<file path="src/vbec_pkg.sv">
`timescale 1ns / 1ps
// ----------------------------------------------------------------------------
// vbec_pkg
// Shared types and constants of the voice block enhancement chain.
// ----------------------------------------------------------------------------
package vbec_pkg;

    localparam int SUM_W  = 38;   // block sum of squares
    localparam int MEAN_W = 32;   // mean square, at most 2^30
    localparam int ROOT_W = 16;   // integer root of the mean square
    localparam int GAIN_W = 17;   // unsigned Q3.14 gain, up to 4.0

    localparam logic signed [15:0] LP_A = 16'sd26214;  // 0.8 in Q1.15
    localparam logic signed [15:0] LP_B = 16'sd6554;   // 0.2 in Q1.15

    localparam logic [GAIN_W-1:0] AGC_ONE = 17'd16384;
    localparam logic [GAIN_W-1:0] AGC_MIN = 17'd4096;
    localparam logic [GAIN_W-1:0] AGC_MAX = 17'd65536;
    localparam logic [SUM_W-1:0]  AGC_NUM = 38'd134217728;  // 2^27

    localparam logic [6:0] VOL_FULL  = 7'd100;
    localparam logic [6:0] VOL_RESET = 7'd80;

    // floor(n / 100) = (n * DIV100_M) >> DIV100_SH for n below 2^22
    localparam logic [22:0] DIV100_M  = 23'd5368710;
    localparam int          DIV100_SH = 29;

    typedef enum logic [1:0] {
        REG_VOLUME = 2'd0,
        REG_LP_EN  = 2'd1,
        REG_ECHO_EN = 2'd2,
        REG_AGC_EN = 2'd3
    } t_reg_idx;

    typedef struct packed {
        logic               start;
        logic               lp_en;
        logic               echo_en;
        logic signed [15:0] sample;
    } t_front_req;

    typedef struct packed {
        logic               busy;
        logic               done;
        logic signed [15:0] sample;
    } t_front_rsp;

endpackage

</file>
<file path="src/vbec_div.sv">
`timescale 1ns / 1ps
// ----------------------------------------------------------------------------
// vbec_div
// Restoring divider, one quotient bit per cycle.
// ----------------------------------------------------------------------------
module vbec_div import vbec_pkg::*; (
    input  logic             i_clk,
    input  logic             i_rst_n,
    input  logic             i_start,
    input  logic [SUM_W-1:0] i_num,
    input  logic [15:0]      i_den,
    output logic             o_done,
    output logic [SUM_W-1:0] o_quot
);

    localparam int CW = $clog2(SUM_W);
    localparam logic [CW-1:0] CNT_LAST = CW'(SUM_W - 1);

    logic             r_busy;
    logic             r_done;
    logic [CW-1:0]    r_cnt;
    logic [SUM_W-1:0] r_num;
    logic [15:0]      r_den;
    logic [15:0]      r_rem;
    logic [16:0]      w_rem;
    logic [16:0]      w_diff;
    logic             w_ge;

    assign w_rem  = {r_rem, r_num[SUM_W-1]};
    assign w_diff = w_rem - {1'b0, r_den};
    assign w_ge   = (w_rem >= {1'b0, r_den});

    always_ff @(posedge i_clk) begin
        if (!i_rst_n) begin
            r_busy <= 1'b0;
            r_done <= 1'b0;
            r_cnt  <= '0;
        end else begin
            r_done <= 1'b0;
            if (i_start) begin
                r_busy <= 1'b1;
                r_cnt  <= '0;
            end else if (r_busy) begin
                if (r_cnt == CNT_LAST) begin
                    r_busy <= 1'b0;
                    r_done <= 1'b1;
                end
                r_cnt <= r_cnt + 1'b1;
            end
        end
    end

    // shift the quotient into the numerator register as it empties
    always_ff @(posedge i_clk) begin
        if (i_start) begin
            r_num <= i_num;
            r_den <= i_den;
            r_rem <= '0;
        end else if (r_busy) begin
            r_rem <= w_ge ? w_diff[15:0] : w_rem[15:0];
            r_num <= {r_num[SUM_W-2:0], w_ge};
        end
    end

    assign o_done = r_done;
    assign o_quot = r_num;

endmodule

</file>
<file path="config.mk">
export PLATFORM = sky130hd
export DESIGN_NAME = vbec_div
export DESIGN_NICKNAME = d
export VERILOG_FILES = /design/src/vbec_pkg.sv /design/src/vbec_div.sv
export SDC_FILE = /design/constraint.sdc
export NUM_CORES = 1
export LEC_CHECK = 0
export ABC_AREA = 1
export BUFFER_PORTS_ARGS = -buffer_cell sky130_fd_sc_hd__buf_2
export CAP_MARGIN = 20
export CORE_UTILIZATION = 40
export DETAILED_ROUTE_END_ITERATION = 16
export PLACE_DENSITY = 0.63
export SYNTH_ARGS = -nofsm -noshare
export SYNTH_HDL_FRONTEND = slang
export SYNTH_SLANG_ARGS = --single-unit
export TNS_END_PERCENT = 50
</file>
<file path="constraint.sdc">
create_clock -name i_clk -period 2.4 [get_ports i_clk]
set_input_delay 0.48 -clock i_clk [delete_from_list [all_inputs] [get_ports i_clk]]
set_output_delay 0.48 -clock i_clk [all_outputs]
set_load 0.02 [all_outputs]
</file>
==> reports/results.ini <==
[outcome]
status=completed

[place]
port_buffers=95
placed_cells_incl_taps=770
preCtsSetupSlack_ns=0.281
gp_congestion=0.864
dp_hpwl_mm=7.57
postPlaceCellArea_um2=4930

[critical_path]
slowest_delay_ns=0.43
path_delay_family=simple AND/OR/NAND/NOR gates
worst-setup-path-type=register to register
worstRegToRegCells=11
end_kind=register
crit_top_cell=nand2_1
crit_slowest_cell=fa_1
cp_num_buf_inv=1
timing.rr.end=r_rem[14]
reg2reg_from=o_quot[37]
crit_required_ns=2.65
cp-start-kind=register
crit_chain=inv_1, ha_1, fa_1, nor2_1, nor2_1, o21ai_1, nand2_1, nand3_1, nand3_2, nand2_1, nand2_1
worstPathArrival_ns=2.35
ff2ff_setup_slack_ns=0.30
cp_max_fo=4

[logic_synthesis]
synthArstFlopShare=0
synth-edff-count=54
yosysSeqAreaShare=0.490
synth_seq_cells=78
yosys_warnings=0
synth_area_um2=4290
synthesis.nets=621
synthFlopType=edfxtp_1
syn_inst=545
yosysUniqueCellTypes=35
avgSynthCellArea_um2=7.87

[floorplan]
rows=37
die_h_um=106
core_area_um2=10400
dieArea_um2=11100
num_io_pins=96
start_util=0.414
die_w_um=106

[worst_hold_path]
hold_end=r_den[4]
worstHoldStart=i_den[4]
holdPathStages=1
hp-class=input port to register

[global_route]
grt_pass1_wl_mm=16.9
antenna_found_initial=0
grt_max_degree=45
grt_usage=0.193
grt-ovfl-total=0
grt_pass1_vias=3687

[clocking]
postCtsResizedCells=0
worst_setup_hold_path_clk_slew_ns=0.08
ctsLongestPathBuffers=2
cts_buffers=9
clkLatencyLatePin_ns=0.35
postCtsHoldBufs=0
clock_sinks=78
cts_root_buffer=clkbuf_8
post_cts_buffers=0
cts_tree=done
cts.htree.levels=3

[routing]
totalWireLength_mm=9.98
vias=3716
ant_nets=0
wl_per_cell_um=12.7
drc=0
via_per_inst=4.72
firstDrtPassIters=4
drt_iter0_drc=174

[final_layout]
layoutNonFillerInstCount=787
antenna_cells=0
syn_to_final_growth_pct=19.8
stdcell_area_um2=5140
final_layout_size_suffix_gt1_frac=0.201
fillerInstances=1050
fin_nets=722
post-route-util=0.496

[power_and_ir_drop]
ir_drop_mv=0.393
p_per_area_nw_per_um2=603
leakage_nw=2.67

[sta]
tightestPinTransition_ns=0.676
finalCritPeriodShare=0.876
rsz0062_at_grt=no
finalMaxSlewViolations=0
setup_tns_ns=0
finalSetupViolations=0
final.min_clock_period_ns=2.10
max_freq_mhz=475
hold_violations=0
slew_headroom=0.548
fin_ws_ns=0.297
clock_skew_ns=0.00528

[flow_run]
cap_viol_max_count=0

[how the worst max path moves through the flow]
| stage | cells past startpoint | end | from |
|---|---|---|---|
| final | 11 | r_rem[14] | o_quot[37] |
| after global routing | 11 | r_rem[14] | o_quot[37] |
| after CTS | 10 | r_rem[1] | r_den[14] |
| after detailed placement | 10 | r_rem[1] | r_den[14] |
| after global placement | 11 | r_rem[14] | o_quot[37] |
| after floorplan | 11 | r_rem[14] | o_quot[37] |
[where the power goes]
part	internal [W]	total, W	switching [W]
clock network	0.000537	0.00101	0.000470
logic	0.000172	0.000493	0.000321
registers	0.00155	0.00160	0.0000482
[metrics by stage]
step	power, W	hold WS, ns
3_3_place_gp	0.00212	0.462
4_1_cts	0.00313	0.280
6_report	0.00310	0.299
5_1_grt	0.00325	0.280
2_1_floorplan	0.00193	0.443
3_5_place_dp	0.00212	0.464
[cell usage after synthesis, types with 2 or more instances]
| master | count | area share |
|---|---|---|
| nand3_1 | 37 | 0.043 |
| a21oi_2 | 2 | 0.0041 |
| nand2_4 | 2 | 0.0052 |
| buf_4 | 2 | 0.0035 |
| xnor2_1 | 4 | 0.0082 |
| nand3_2 | 3 | 0.0070 |
| xor2_1 | 2 | 0.0041 |
| nor3_1 | 8 | 0.0093 |
| inv_1 | 74 | 0.065 |
| nor2_1 | 24 | 0.021 |
| clkbuf_1 | 7 | 0.0061 |
| nand2_1 | 234 | 0.20 |
| nand4_1 | 5 | 0.0073 |
| nand3b_1 | 7 | 0.012 |
| a21oi_1 | 9 | 0.010 |
| inv_2 | 2 | 0.0018 |
| dfxtp_1 | 24 | 0.11 |
| o21ai_0 | 8 | 0.0093 |
| nor2_2 | 2 | 0.0029 |
| edfxtp_1 | 54 | 0.38 |
| nor3b_1 | 3 | 0.0052 |
| ha_1 | 18 | 0.052 |
| buf_2 | 2 | 0.0023 |
[metal layers]
layer,part of all wire,track usage,vias to the layer above,wire length (um)
met5,0,0,-,0
met4,0.027,0.0893,0,271
met3,0.074,0.0526,19,742
met2,0.43,0.296,112,4260
met1,0.47,0.254,1657,4710
li1,-,-,1928,-
[cell type report]
cell class,instances,area [um2],share of cell area
sequential,78,2100,0.409
multi-input combinational,378,1830,0.357
timing repair buffer,103,548,0.107
inverter,76,285,0.0555
tap,136,170,0.0331
clock buffer,13,159,0.0309
clock inverter,3,42.5,0.00828
[state kept, by name, summed over array words and instances (netlist names)]
signal / cells
o_quot: 38
r_den: 16
r_rem: 16
r_cnt: 6
o_done: 1
r_busy: 1
[logic make-up (layout without fill, tap and decap cells)]
logic type,Yosys count,after routing,synth area share
fa+ha+maj,19,19,0.0572
xor+xnor,6,6,0.0122
flops,78,78,0.490
compound gates,26,26,0.0356
simple gates,327,327,0.322
buf+inv,89,195,0.0828
[cells in the final DEF, fill, tap and decap left out, types with 4 or more instances in the layout]
cell      instances
dfxtp_1          24
nand3_1          37
nor3_1            8
xnor2_1           4
buf_2            95
clkbuf_8         11
a21oi_1           9
o21ai_0           8
inv_1            74
nor2_1           24
nand2_1         234
nand4_1           5
edfxtp_1         54
buf_4             7
nand3b_1          7
ha_1             18
(Power assumes the default switching activity.)
