`src/vbec_pkg.sv`:
```
`timescale 1ns / 1ps
// ----------------------------------------------------------------------------
// vbec_pkg
// Shared types and constants of the voice block enhancement chain.
// ----------------------------------------------------------------------------
package vbec_pkg;

    localparam int SUM_W  = 38;   // block sum of squares
    localparam int MEAN_W = 32;   // mean square, at most 2^30
    localparam int ROOT_W = 16;   // integer root of the mean square
    localparam int GAIN_W = 17;   // unsigned Q3.14 gain, up to 4.0

    localparam logic signed [15:0] LP_A = 16'sd26214;  // 0.8 in Q1.15
    localparam logic signed [15:0] LP_B = 16'sd6554;   // 0.2 in Q1.15

    localparam logic [GAIN_W-1:0] AGC_ONE = 17'd16384;
    localparam logic [GAIN_W-1:0] AGC_MIN = 17'd4096;
    localparam logic [GAIN_W-1:0] AGC_MAX = 17'd65536;
    localparam logic [SUM_W-1:0]  AGC_NUM = 38'd134217728;  // 2^27

    localparam logic [6:0] VOL_FULL  = 7'd100;
    localparam logic [6:0] VOL_RESET = 7'd80;

    // floor(n / 100) = (n * DIV100_M) >> DIV100_SH for n below 2^22
    localparam logic [22:0] DIV100_M  = 23'd5368710;
    localparam int          DIV100_SH = 29;

    typedef enum logic [1:0] {
        REG_VOLUME = 2'd0,
        REG_LP_EN  = 2'd1,
        REG_ECHO_EN = 2'd2,
        REG_AGC_EN = 2'd3
    } t_reg_idx;

    typedef struct packed {
        logic               start;
        logic               lp_en;
        logic               echo_en;
        logic signed [15:0] sample;
    } t_front_req;

    typedef struct packed {
        logic               busy;
        logic               done;
        logic signed [15:0] sample;
    } t_front_rsp;

endpackage

```
`src/vbec_sqrt.sv`:
```
`timescale 1ns / 1ps
// ----------------------------------------------------------------------------
// vbec_sqrt
// Integer square root, one root bit per cycle.
// ----------------------------------------------------------------------------
module vbec_sqrt import vbec_pkg::*; (
    input  logic              i_clk,
    input  logic              i_rst_n,
    input  logic              i_start,
    input  logic [MEAN_W-1:0] i_val,
    output logic              o_done,
    output logic [ROOT_W-1:0] o_root
);

    localparam int CW = $clog2(ROOT_W);
    localparam logic [CW-1:0] CNT_LAST = CW'(ROOT_W - 1);

    logic              r_busy;
    logic              r_done;
    logic [CW-1:0]     r_cnt;
    logic [MEAN_W-1:0] r_val;
    logic [17:0]       r_rem;
    logic [ROOT_W-1:0] r_root;
    logic [19:0]       w_rem;
    logic [19:0]       w_trial;
    logic              w_ge;

    assign w_rem   = {r_rem, r_val[MEAN_W-1 -: 2]};
    assign w_trial = {2'b00, r_root, 2'b01};
    assign w_ge    = (w_rem >= w_trial);

    always_ff @(posedge i_clk) begin
        if (!i_rst_n) begin
            r_busy <= 1'b0;
            r_done <= 1'b0;
            r_cnt  <= '0;
        end else begin
            r_done <= 1'b0;
            if (i_start) begin
                r_busy <= 1'b1;
                r_cnt  <= '0;
            end else if (r_busy) begin
                if (r_cnt == CNT_LAST) begin
                    r_busy <= 1'b0;
                    r_done <= 1'b1;
                end
                r_cnt <= r_cnt + 1'b1;
            end
        end
    end

    always_ff @(posedge i_clk) begin
        if (i_start) begin
            r_val  <= i_val;
            r_rem  <= '0;
            r_root <= '0;
        end else if (r_busy) begin
            r_val  <= {r_val[MEAN_W-3:0], 2'b00};
            r_rem  <= w_ge ? 18'(w_rem - w_trial) : w_rem[17:0];
            r_root <= {r_root[ROOT_W-2:0], w_ge};
        end
    end

    assign o_done = r_done;
    assign o_root = r_root;

endmodule

```
`config.mk`:
```
export PLATFORM = sky130hd
export DESIGN_NAME = vbec_sqrt
export DESIGN_NICKNAME = d
export VERILOG_FILES = /design/src/vbec_pkg.sv /design/src/vbec_sqrt.sv
export SDC_FILE = /design/constraint.sdc
export NUM_CORES = 1
export LEC_CHECK = 0
export BUFFER_PORTS_ARGS = -buffer_cell sky130_fd_sc_hd__buf_4
export CORE_ASPECT_RATIO = 1.1
export CORE_UTILIZATION = 45
export CTS_BUF_LIST = sky130_fd_sc_hd__clkbuf_4 sky130_fd_sc_hd__clkbuf_8
export DETAILED_ROUTE_END_ITERATION = 12
export PLACE_DENSITY = 0.75
export SLEW_MARGIN = 20
export SYNTH_ARGS = -nofsm -noshare
export SYNTH_HDL_FRONTEND = slang
export SYNTH_SLANG_ARGS = --single-unit
```
`constraint.sdc`:
```
create_clock -name i_clk -period 2.15 [get_ports i_clk]
set_input_delay 0.1075 -clock i_clk [delete_from_list [all_inputs] [get_ports i_clk]]
set_output_delay 0.1075 -clock i_clk [all_outputs]
set_load 0.05 [all_outputs]
```
==> metrics.md, run 1 <==
| Metric | Value |
|---|---|
| FMAX | between 400 and 500 MHz |
| Combinational fraction of design power | 66.7% |
| Remaining DRCs | 0 |
| Mapped Cells | around 390 |
| Area Growth Syn to Fin | 42.9% |
| Layout Skew | between 0.01 and 0.015 ns |
| # IOs | 52 |
| Antenna cells | 0 |
| CP endpoint kind | register |
| Sequential Power Share | 20.3% |
| #FFs+latches synth | 72 |
| ANT nets after route | 0 |
| Leakage | 2.34 nW |
| Top FF cell, synth | dfxtp_1 |
| Startpoint types | register |
| Die Area | 9480 sq um |
| Crit path kind | register to register |
| Total track usage | about 22% |
| Final-report hold violation count | 0 |
| Largest net degree at the start of global routing | 55 |
| Layout cells sized above 1 | between 50% and 60% |
| Post-synth ARST share | 0% |
| Routed vias/inst | 5.47 |
| Core area | 8830 sq um |
| Hold Crit Class | primary input to register |
| DRT Pass-1 Iters | 4 |
| Post-synth EDFFs | 32 |
| Status | finished with violations |
| Starting DRT DRC Count | 120 |
| TritonCTS buffer count | 9 |
| Post-DP HPWL | 6940 um |
| Failing checks | negative setup slack |
| CP max stage delay | 0.35 ns |
| Clock Path Buffers | 2 |
| Vias in the first global route | 3555 |
| Tot Pwr | roughly 8.7 mW |
| Initial antenna violation count | 0 |
| Syn Nets | 446 |
| Max_cap viols | 0 |
| Cell row count | 36 |
| Final min period | 2.18 ns |
| NetSw | 3.50 mW |
| Total gr overflow | 0 |
| Peak supply drop | 0.691 mV |
| Vias | 3503 |
| Most frequent cells in the layout | buf_4 (127), nor2_1 (41), edfxtp_1 (32) |
| Global-route wire length before repair | approximately 16000 um |
| Yosys cell types | 61 |
| Initial core utilization | a little under half |
| Worst EP arrival | ~2.5 ns |
| Die W | 92.9 um |
| Area contributors post-synth | edfxtp_1 (23%), dfxtp_1 (20%), mux2_2 (8.5%) |
| Clock-pin slew on the worst setup and hold paths | 0.08 ns |
| Post-place setup slack | -0.297 ns |
| Yosys top cell area share | 23.5% |
| Period utilization | 102% |
| CTS tree | built |
| Drt wl/cell | 15.4 um |
| Syn_area_per_cell | 10.4 sq um |
| Final nets | around 580 |
| WHS | 0.0414 ns |
| Worst-skew pair later-pin latency | between 0.3 and 0.4 ns |
| Clock group share of total power | 13.0% |
| Clock Sinks | 72 |
| Yosys warns | 0 |
| Cell family with most CP delay | compound AO/OA/AOI/OAI gates |
| Worst-path fanout max | 6 |
| CP max-delay cell | dfxtp_4 |
| H-tree Lvls | 3 |
| Die Ht | slightly above 100 um |
| Sequential area share after synthesis | 43.0% |
| Slew margin rel. | 68.2% |
| Root buf cell | clkbuf_8 |
| Post-Syn Area | 4090 sq um |
| Worst-margin pin slew | between 0.4 and 0.5 ns |
| WP buf/inv | 1 |
| Switching share of total power | ~40% |
| WL final | 9860 um |
| Number of port buffers | around 50 |
| RSZ-0062 raised after global routing | true |
| Area leader, netlist | edfxtp_1 |
| PD cells | 1490 nW/um^2 |
| RePlAce Congestion | a little under 1 |
| Commonest non-fill, non-tap cell in the layout | buf_4 |
| Critical-path cell list | inv_2 > ha_4 > a21o_1 > a31o_4 > nor4_4 > o2bb2ai_4 > mux2_4 > a211oi_2 |
| Finish-stage setup viols | 6 |
| Worst endpoint required time | 2.43 ns |
| Min setup slack post-route | -0.0334 ns |
| Max Slew Vio Count | 0 |
| Internal Power | 5.21 mW |
[power groups by stage]
stage | sequential [mW] | clock (mW) | combinational (mW)
floorplan | 1.78 | 0 | 3.05
CTS | 1.76 | 1.16 | 5.27
global placement | 1.77 | 0 | 4.54
global route | 1.79 | 1.21 | 6.18
finish | 1.77 | 1.13 | 5.81
detailed placement | 1.77 | 0 | 4.65
[worst paths after layout]
kind / startpoint / cells after the start / end / slack, ns
worst min register to register: r_cnt[3]$_SDFFE_PP0P_ / 2 / o_done$_SDFF_PP0_ / 0.47
worst max register to register: o_root[7]$_SDFFE_PP0P_ / 8 / r_rem[1]$_SDFFE_PP0P_ / -0.03
worst max-delay path: o_root[7]$_SDFFE_PP0P_ / 8 / r_rem[1]$_SDFFE_PP0P_ / -0.03
worst min-delay path: i_val[0] / 2 / r_val[0]$_SDFFCE_PN0P_ / 0.04
[synth_stat cells, types with 3 or more instances]
cell type / instances
or3_1: 4
a211o_1: 4
nand4_1: 3
inv_1: 22
a41oi_1: 5
and2_1: 3
dfxtp_1: 40
a31oi_1: 4
clkbuf_1: 9
o21ai_0: 11
nor3_1: 12
nand2b_1: 6
o21a_1: 3
nor2_1: 45
edfxtp_1: 32
nand3_1: 8
xor2_1: 3
nor3b_1: 5
ha_1: 19
and3_1: 3
a311oi_1: 7
mux2i_1: 17
buf_6: 4
mux2_2: 31
a21o_1: 6
xnor2_1: 7
a211oi_1: 6
nand2_1: 21
a21oi_1: 11
[what timing repair did]
action	4_1_cts	5_1_grt
pin swaps	12	21
endpoints found under the setup margin	18	19
resized for setup	25	32
hold buffers	1	0
hold endpoints to repair	1	0
setup buffers	7	4
[cell families after synthesis]
group,after synthesis,share of synthesized area (%)
multiplexers,48,12.7
AO/OA/AOI/OAI,82,16.5
adder cells (fa/ha/maj),19,5.81
XOR/XNOR,10,2.14
AND/OR/NAND/NOR,119,15.0
flip-flops,72,43.0
buffers and inverters,42,4.89
[area by class of cell]
type / instances / area, sq um
Fill cell: 703 / 2980
Multi-Input combinational cell: 278 / 2530
Sequential cell: 72 / 1810
Timing Repair Buffer: 137 / 1070
Clock buffer: 11 / 145
Tap cell: 114 / 143
Inverter: 23 / 86.3
Clock inverter: 5 / 56.3
[layer usage]
layer	track usage (%)	up-vias	part of all wire [%]
li1	-	1712	-
met1	24.2	1690	40
met2	39.6	84	53
met3	5.13	17	4.6
met4	9.70	0	2.3
met5	0	-	0
[stage by stage]
stage	std cells	cell area, sq um	TNS (ns)	util [%]
finish	640	5850	-0.0747	66.3
detailed placement	612	5260	-1.93	59.5
global route	640	5850	-1.29	66.3
CTS	636	5690	-0.0791	64.4
global placement	612	5260	-0.857	59.5
floorplan	392	4280	-1.00	-
[sequential cells by signal, indices dropped and copies added, names as in the netlist]
register and cells:
o_root 16, r_busy 1, o_done 1, r_val 32
r_cnt 4, r_rem 18
(Power assumes the default switching activity.)
==> run 2: changes to the inputs <==
--- a/config.mk
+++ b/config.mk
@@ -11,6 +11,7 @@
 export CTS_BUF_LIST = sky130_fd_sc_hd__clkbuf_4 sky130_fd_sc_hd__clkbuf_8
 export DETAILED_ROUTE_END_ITERATION = 12
 export PLACE_DENSITY = 0.75
+export SKIP_LAST_GASP = 1
 export SLEW_MARGIN = 20
 export SYNTH_ARGS = -nofsm -noshare
 export SYNTH_HDL_FRONTEND = slang
==> run 2 against run 1 <==
The flow still finishes with violations (negative setup slack). Clock skew about the same. Die area unchanged. Combinational power fell by 0.7%. Worst setup slack worse by 0.0035 ns. Sequential share of layout area hardly changed.
==> metrics.md, run 2 (synthesis gave the netlist of run 1 again) <==
| Metric | Value |
|---|---|
| RSZ-0062 raised after global routing | true |
| WHS | 0.0428 ns |
| ANT nets after route | 0 |
| Status | finished with violations |
| DRT Pass-1 Iters | 4 |
| Starting DRT DRC Count | 106 |
| Worst Setup SP | o_root[7]$_SDFFE_PP0P_ |
| CTS tree | built |
| Core area | 8830 sq um |
| Period utilization | 102% |
| Finish-stage setup viols | 10 |
| FMAX | 457 MHz |
| Initial core utilization | between 40% and 50% |
| Final nets | 575 |
| Area Growth Syn to Fin | 42.7% |
| R2R Path Start | o_root[7]$_SDFFE_PP0P_ |
| Die W | between 90 and 100 um |
| Slew margin rel. | roughly two thirds |
| Worst-margin pin slew | 0.470 ns |
| Crit path kind | register to register |
| Cell row count | 36 |
| Most frequent cells in the layout | buf_4 (127), nor2_1 (42), edfxtp_1 (32) |
| Final Util | 66.2% |
| Clock Path Buffers | 2 |
| Startpoint types | register |
| R2R cell count | 8 |
| Worst-skew pair later-pin latency | 0.36 ns |
| Worst setup endpoint | r_rem[1]$_SDFFE_PP0P_ |
| Global-route wire length before repair | 16000 um |
| WL final | 9780 um |
| Worst hold start | i_val[0] |
| Vias | 3504 |
| Reg2reg setup slack | -0.04 ns |
| Worst endpoint required time | 2.43 ns |
| Die Area | 9480 sq um |
| Clock Sinks | 72 |
| Final min period | roughly 2.2 ns |
| Total gr overflow | 0 |
| Leakage | 2.34 nW |
| Min setup slack post-route | -0.0369 ns |
| Root buf cell | clkbuf_8 |
| H-tree Lvls | 3 |
| Layout cells sized above 1 | 51.0% |
| Die Ht | around 100 um |
| Drt wl/cell | 15.3 um |
| Commonest non-fill, non-tap cell in the layout | buf_4 |
| Dpl cell area | 5260 sq um |
| Number of port buffers | 51 |
| Post-place setup slack | -0.297 ns |
| Initial antenna violation count | 0 |
| TritonCTS buffer count | 9 |
| Fin area | 5840 sq um |
| Remaining DRCs | 0 |
| Clock-pin slew on the worst setup and hold paths | 0.08 ns |
| Post-DP HPWL | 6940 um |
| # IOs | 52 |
| Max Slew Vio Count | 0 |
| Most flop-heavy register | r_val |
| Antenna cells | 0 |
| Hold Crit Class | primary input to register |
| R2R Path End | r_rem[1]$_SDFFE_PP0P_ |
| Routed vias/inst | 5.48 |
| Worst EP arrival | 2.47 ns |
| Failing checks | negative setup slack |
| CP endpoint kind | register |
| Largest net degree at the start of global routing | 55 |
| Final-report hold violation count | 0 |
| RePlAce Congestion | 0.993 |
| Max_cap viols | 0 |
| Layout Skew | between 0.01 and 0.015 ns |
| Total track usage | 21.8% |
| Number of flip-flops under the largest register name | 32 |
| Peak supply drop | 0.688 mV |
| Vias in the first global route | 3555 |
| PD cells | approximately 1500 nW/um^2 |
| Worst-path fanout max | 6 |
## run 2: worst min path at each step
stage,endpoint,cells after the start
4_1_cts,r_val[0]$_SDFFCE_PN0P_,2
5_1_grt,r_val[0]$_SDFFCE_PN0P_,2
3_3_place_gp,r_busy$_SDFF_PN0_,2
6_report,r_val[0]$_SDFFCE_PN0P_,2
2_1_floorplan,r_busy$_SDFF_PN0_,1
3_5_place_dp,r_busy$_SDFF_PN0_,2
## run 2: layout make-up
| class | instances | area, sq um |
|---|---|---|
| clock buffers | 11 | 145 |
| clock inverters | 5 | 56.3 |
| well taps | 114 | 143 |
| flip-flops and latches | 72 | 1810 |
| repair buffers | 137 | 1070 |
| fillers | 705 | 2990 |
| multi-input cells | 278 | 2520 |
| inverters | 23 | 86.3 |
## run 2: power breakdown
part | internal [mW] | switching [mW] | total, mW
registers | 1.63 | 0.144 | 1.77
clock network | 0.579 | 0.547 | 1.13
logic | 2.99 | 2.77 | 5.77
## run 2: stage by stage
stage | instances | TNS (ns) | power [mW]
after floorplan | 392 | -1.00 | 4.83
after global placement | 612 | -0.857 | 6.31
after detailed placement | 612 | -1.93 | 6.43
after CTS | 636 | -0.0791 | 8.19
after global routing | 640 | -1.30 | 9.14
final | 640 | -0.112 | 8.66
## run 2: per-layer routing
| layer | share of wire [%] | GRT usage (%) | wire (um) |
|---|---|---|---|
| met1 | 40 | 24.2 | 3950 |
| met2 | 53 | 39.6 | 5150 |
| met3 | 4.6 | 5.13 | 447 |
| met4 | 2.3 | 9.70 | 225 |
| met5 | 0 | 0 | 0 |
## run 2: what timing repair did
item / in CTS / in global routing
hold endpoints to repair: 1 / 0
hold buffers: 1 / 0
pin swaps: 12 / 20
buffers inserted: 7 / 4
setup endpoints to repair: 18 / 19
gates resized for setup: 25 / 29
cloned: 0 / 0
## run 2: worst max-delay path: stages (launching register included)
cell	delay, ns
dfxtp_4	0.35
inv_2	0.04
ha_4	0.23
a21o_1	0.18
a31o_4	0.24
nor4_4	0.35
o2bb2ai_4	0.22
mux2_4	0.33
a211oi_2	0.16
==> run 3: changes to the inputs <==
--- a/config.mk
+++ b/config.mk
@@ -11,6 +11,7 @@
 export CTS_BUF_LIST = sky130_fd_sc_hd__clkbuf_4 sky130_fd_sc_hd__clkbuf_8
 export DETAILED_ROUTE_END_ITERATION = 12
 export PLACE_DENSITY = 0.75
+export RECOVER_POWER = 25
 export SKIP_LAST_GASP = 1
 export SLEW_MARGIN = 20
 export SYNTH_ARGS = -nofsm -noshare
==> run 3 against run 2 <==
Largest cell class unchanged. Final area barely moved. Clock skew barely moved. Critical path depth did not move. The run still ends with negative setup slack left. Sequential power barely moved.
==> metrics.md, run 3 (synthesis gave the netlist of run 1 again) <==
| Metric | Value |
|---|---|
| Internal Power | slightly above 5 mW |
| Antenna cells | 0 |
| Worst-path fanout max | 6 |
| Vias in the first global route | 3555 |
| Post-DP HPWL | around 6900 um |
| Clock-pin slew on the worst setup and hold paths | 0.08 ns |
| Crit path kind | register to register |
| Routed vias/inst | 5.45 |
| Layout cells sized above 1 | roughly half |
| Initial core utilization | roughly 46% |
| Clock Path Buffers | 2 |
| RePlAce Congestion | roughly 1 |
| Commonest non-fill, non-tap cell in the layout | buf_4 |
| # IOs | 52 |
| Vias | ~3500 |
| CP endpoint kind | register |
| Leakage | 2.33 nW |
| ANT nets after route | 0 |
| Final-report hold violation count | 0 |
| Total gr overflow | 0 |
| Combinational fraction of design power | 66.6% |
| Max Slew Vio Count | 0 |
| Clock Sinks | 72 |
| Worst-skew pair later-pin latency | between 0.3 and 0.4 ns |
| Startpoint types | register |
| Drt wl/cell | 15.3 um |
| Final min period | ~2.2 ns |
| Finish-stage setup viols | 11 |
| Switching share of total power | 40.0% |
| Root buf cell | clkbuf_8 |
| Remaining DRCs | 0 |
| Worst Setup SP | o_root[7]$_SDFFE_PP0P_ |
| Die W | 92.9 um |
| Global-route wire length before repair | 16000 um |
| Clock group share of total power | 13.0% |
| Die Ht | between 100 and 150 um |
| Most frequent cells in the layout | buf_4 (125), nor2_1 (42), edfxtp_1 (32) |
| Hold Crit Class | primary input to register |
| Critical-path cell list | inv_2 > ha_4 > a21o_1 > a31o_4 > nor4_4 > o2bb2ai_4 > mux2_4 > a211oi_2 |
| FMAX | approximately 460 MHz |
| Worst-margin pin slew | between 1 and 1.5 ns |
| PD cells | approximately 1500 nW/um^2 |
| Sequential Power Share | 20.4% |
| Number of flip-flops under the largest register name | 32 |
| Initial antenna violation count | 0 |
| Min setup slack post-route | -0.0369 ns |
| Die Area | 9480 sq um |
| WL final | just under 10000 um |
| Worst EP arrival | roughly 2.5 ns |
| Number of port buffers | just over 50 |
| Area Growth Syn to Fin | 42.6% |
| Final nets | 575 |
| Largest net degree at the start of global routing | 55 |
| CP max-delay cell | dfxtp_4 |
| Dpl cell area | roughly 5300 sq um |
| WHS | 0.0431 ns |
| Slew margin rel. | under 10% |
| Core area | 8830 sq um |
| Cell row count | 36 |
| R2R Path Start | o_root[7]$_SDFFE_PP0P_ |
| Worst endpoint required time | 2.43 ns |
| Most flop-heavy register | r_val |
| CP max stage delay | 0.35 ns |
| Total track usage | around 22% |
| DRT Pass-1 Iters | 4 |
| Peak supply drop | a little under 0.7 mV |
| TritonCTS buffer count | 9 |
| Max_cap viols | 0 |
| Fin area | 5840 sq um |
| Period utilization | 102% |
| Failing checks | negative setup slack |
| H-tree Lvls | 3 |
| Starting DRT DRC Count | roughly 110 |
| Setup_tns | -0.110 ns |
| CTS tree | built |
| FILL cells | 707 |
| NetSw | 3.46 mW |
| Status | finished with violations |
| Layout Skew | 0.0103 ns |
| RSZ-0062 raised after global routing | true |
| Worst hold start | i_start |
run 3: timing repair:
item,4_1_cts,5_1_grt
resized for setup,25,29
buffers inserted,7,4
pin swaps,12,20
setup endpoints to repair,18,19
endpoints found under the hold margin,1,0
hold buffers,1,0
run 3: final timing paths:
kind	endpoint	slack [ns]	cells past startpoint
max	r_rem[1]$_SDFFE_PP0P_	-0.04	8
min	r_busy$_SDFF_PN0_	0.04	3
max reg2reg	r_rem[1]$_SDFFE_PP0P_	-0.04	8
min reg2reg	o_done$_SDFF_PP0_	0.48	2
run 3: metal layers:
layer  track usage (%)  vias up  wire length [um]
met4              9.70        0               225
met3              5.13       17               433
met1              24.2     1678              3960
met2              39.6       79              5150
li1                  -     1716                 -
met5                 0        -                 0
run 3: final cells by class:
cell class	instances	area, sq um	area share, %
clock inverters	5	56.3	0.964
inverters	23	86.3	1.48
flip-flops and latches	72	1810	31.1
multi-input cells	278	2520	43.2
clock buffers	11	145	2.49
well taps	114	143	2.44
repair buffers	137	1070	18.3
run 3: worst max-delay path, delay by kind of cell, from the launching register on:
family,cells,cell delay (ns)
compound gates,4,0.80
simple gates,1,0.35
flops,1,0.35
fa+ha+maj,1,0.23
mux,1,0.33
buf+inv,1,0.04
run 3: power groups by stage:
stage | logic [mW] | clock network (mW) | registers (mW)
final | 5.76 | 1.13 | 1.77
after global routing | 6.14 | 1.21 | 1.79
after CTS | 5.27 | 1.16 | 1.76
after detailed placement | 4.65 | 0 | 1.77
after global placement | 4.54 | 0 | 1.77
after floorplan | 3.05 | 0 | 1.78
run 3: stage by stage:
step / total power [mW] / worst slack [ns] / utilization, % / cells
final: 8.66 / -0.0369 / 66.1 / 640
after global routing: 9.15 / -0.104 / 66.1 / 640
after CTS: 8.19 / -0.0290 / 64.4 / 636
after detailed placement: 6.43 / -0.297 / 59.5 / 612
after global placement: 6.31 / -0.249 / 59.5 / 612
after floorplan: 4.83 / -0.157 / - / 392
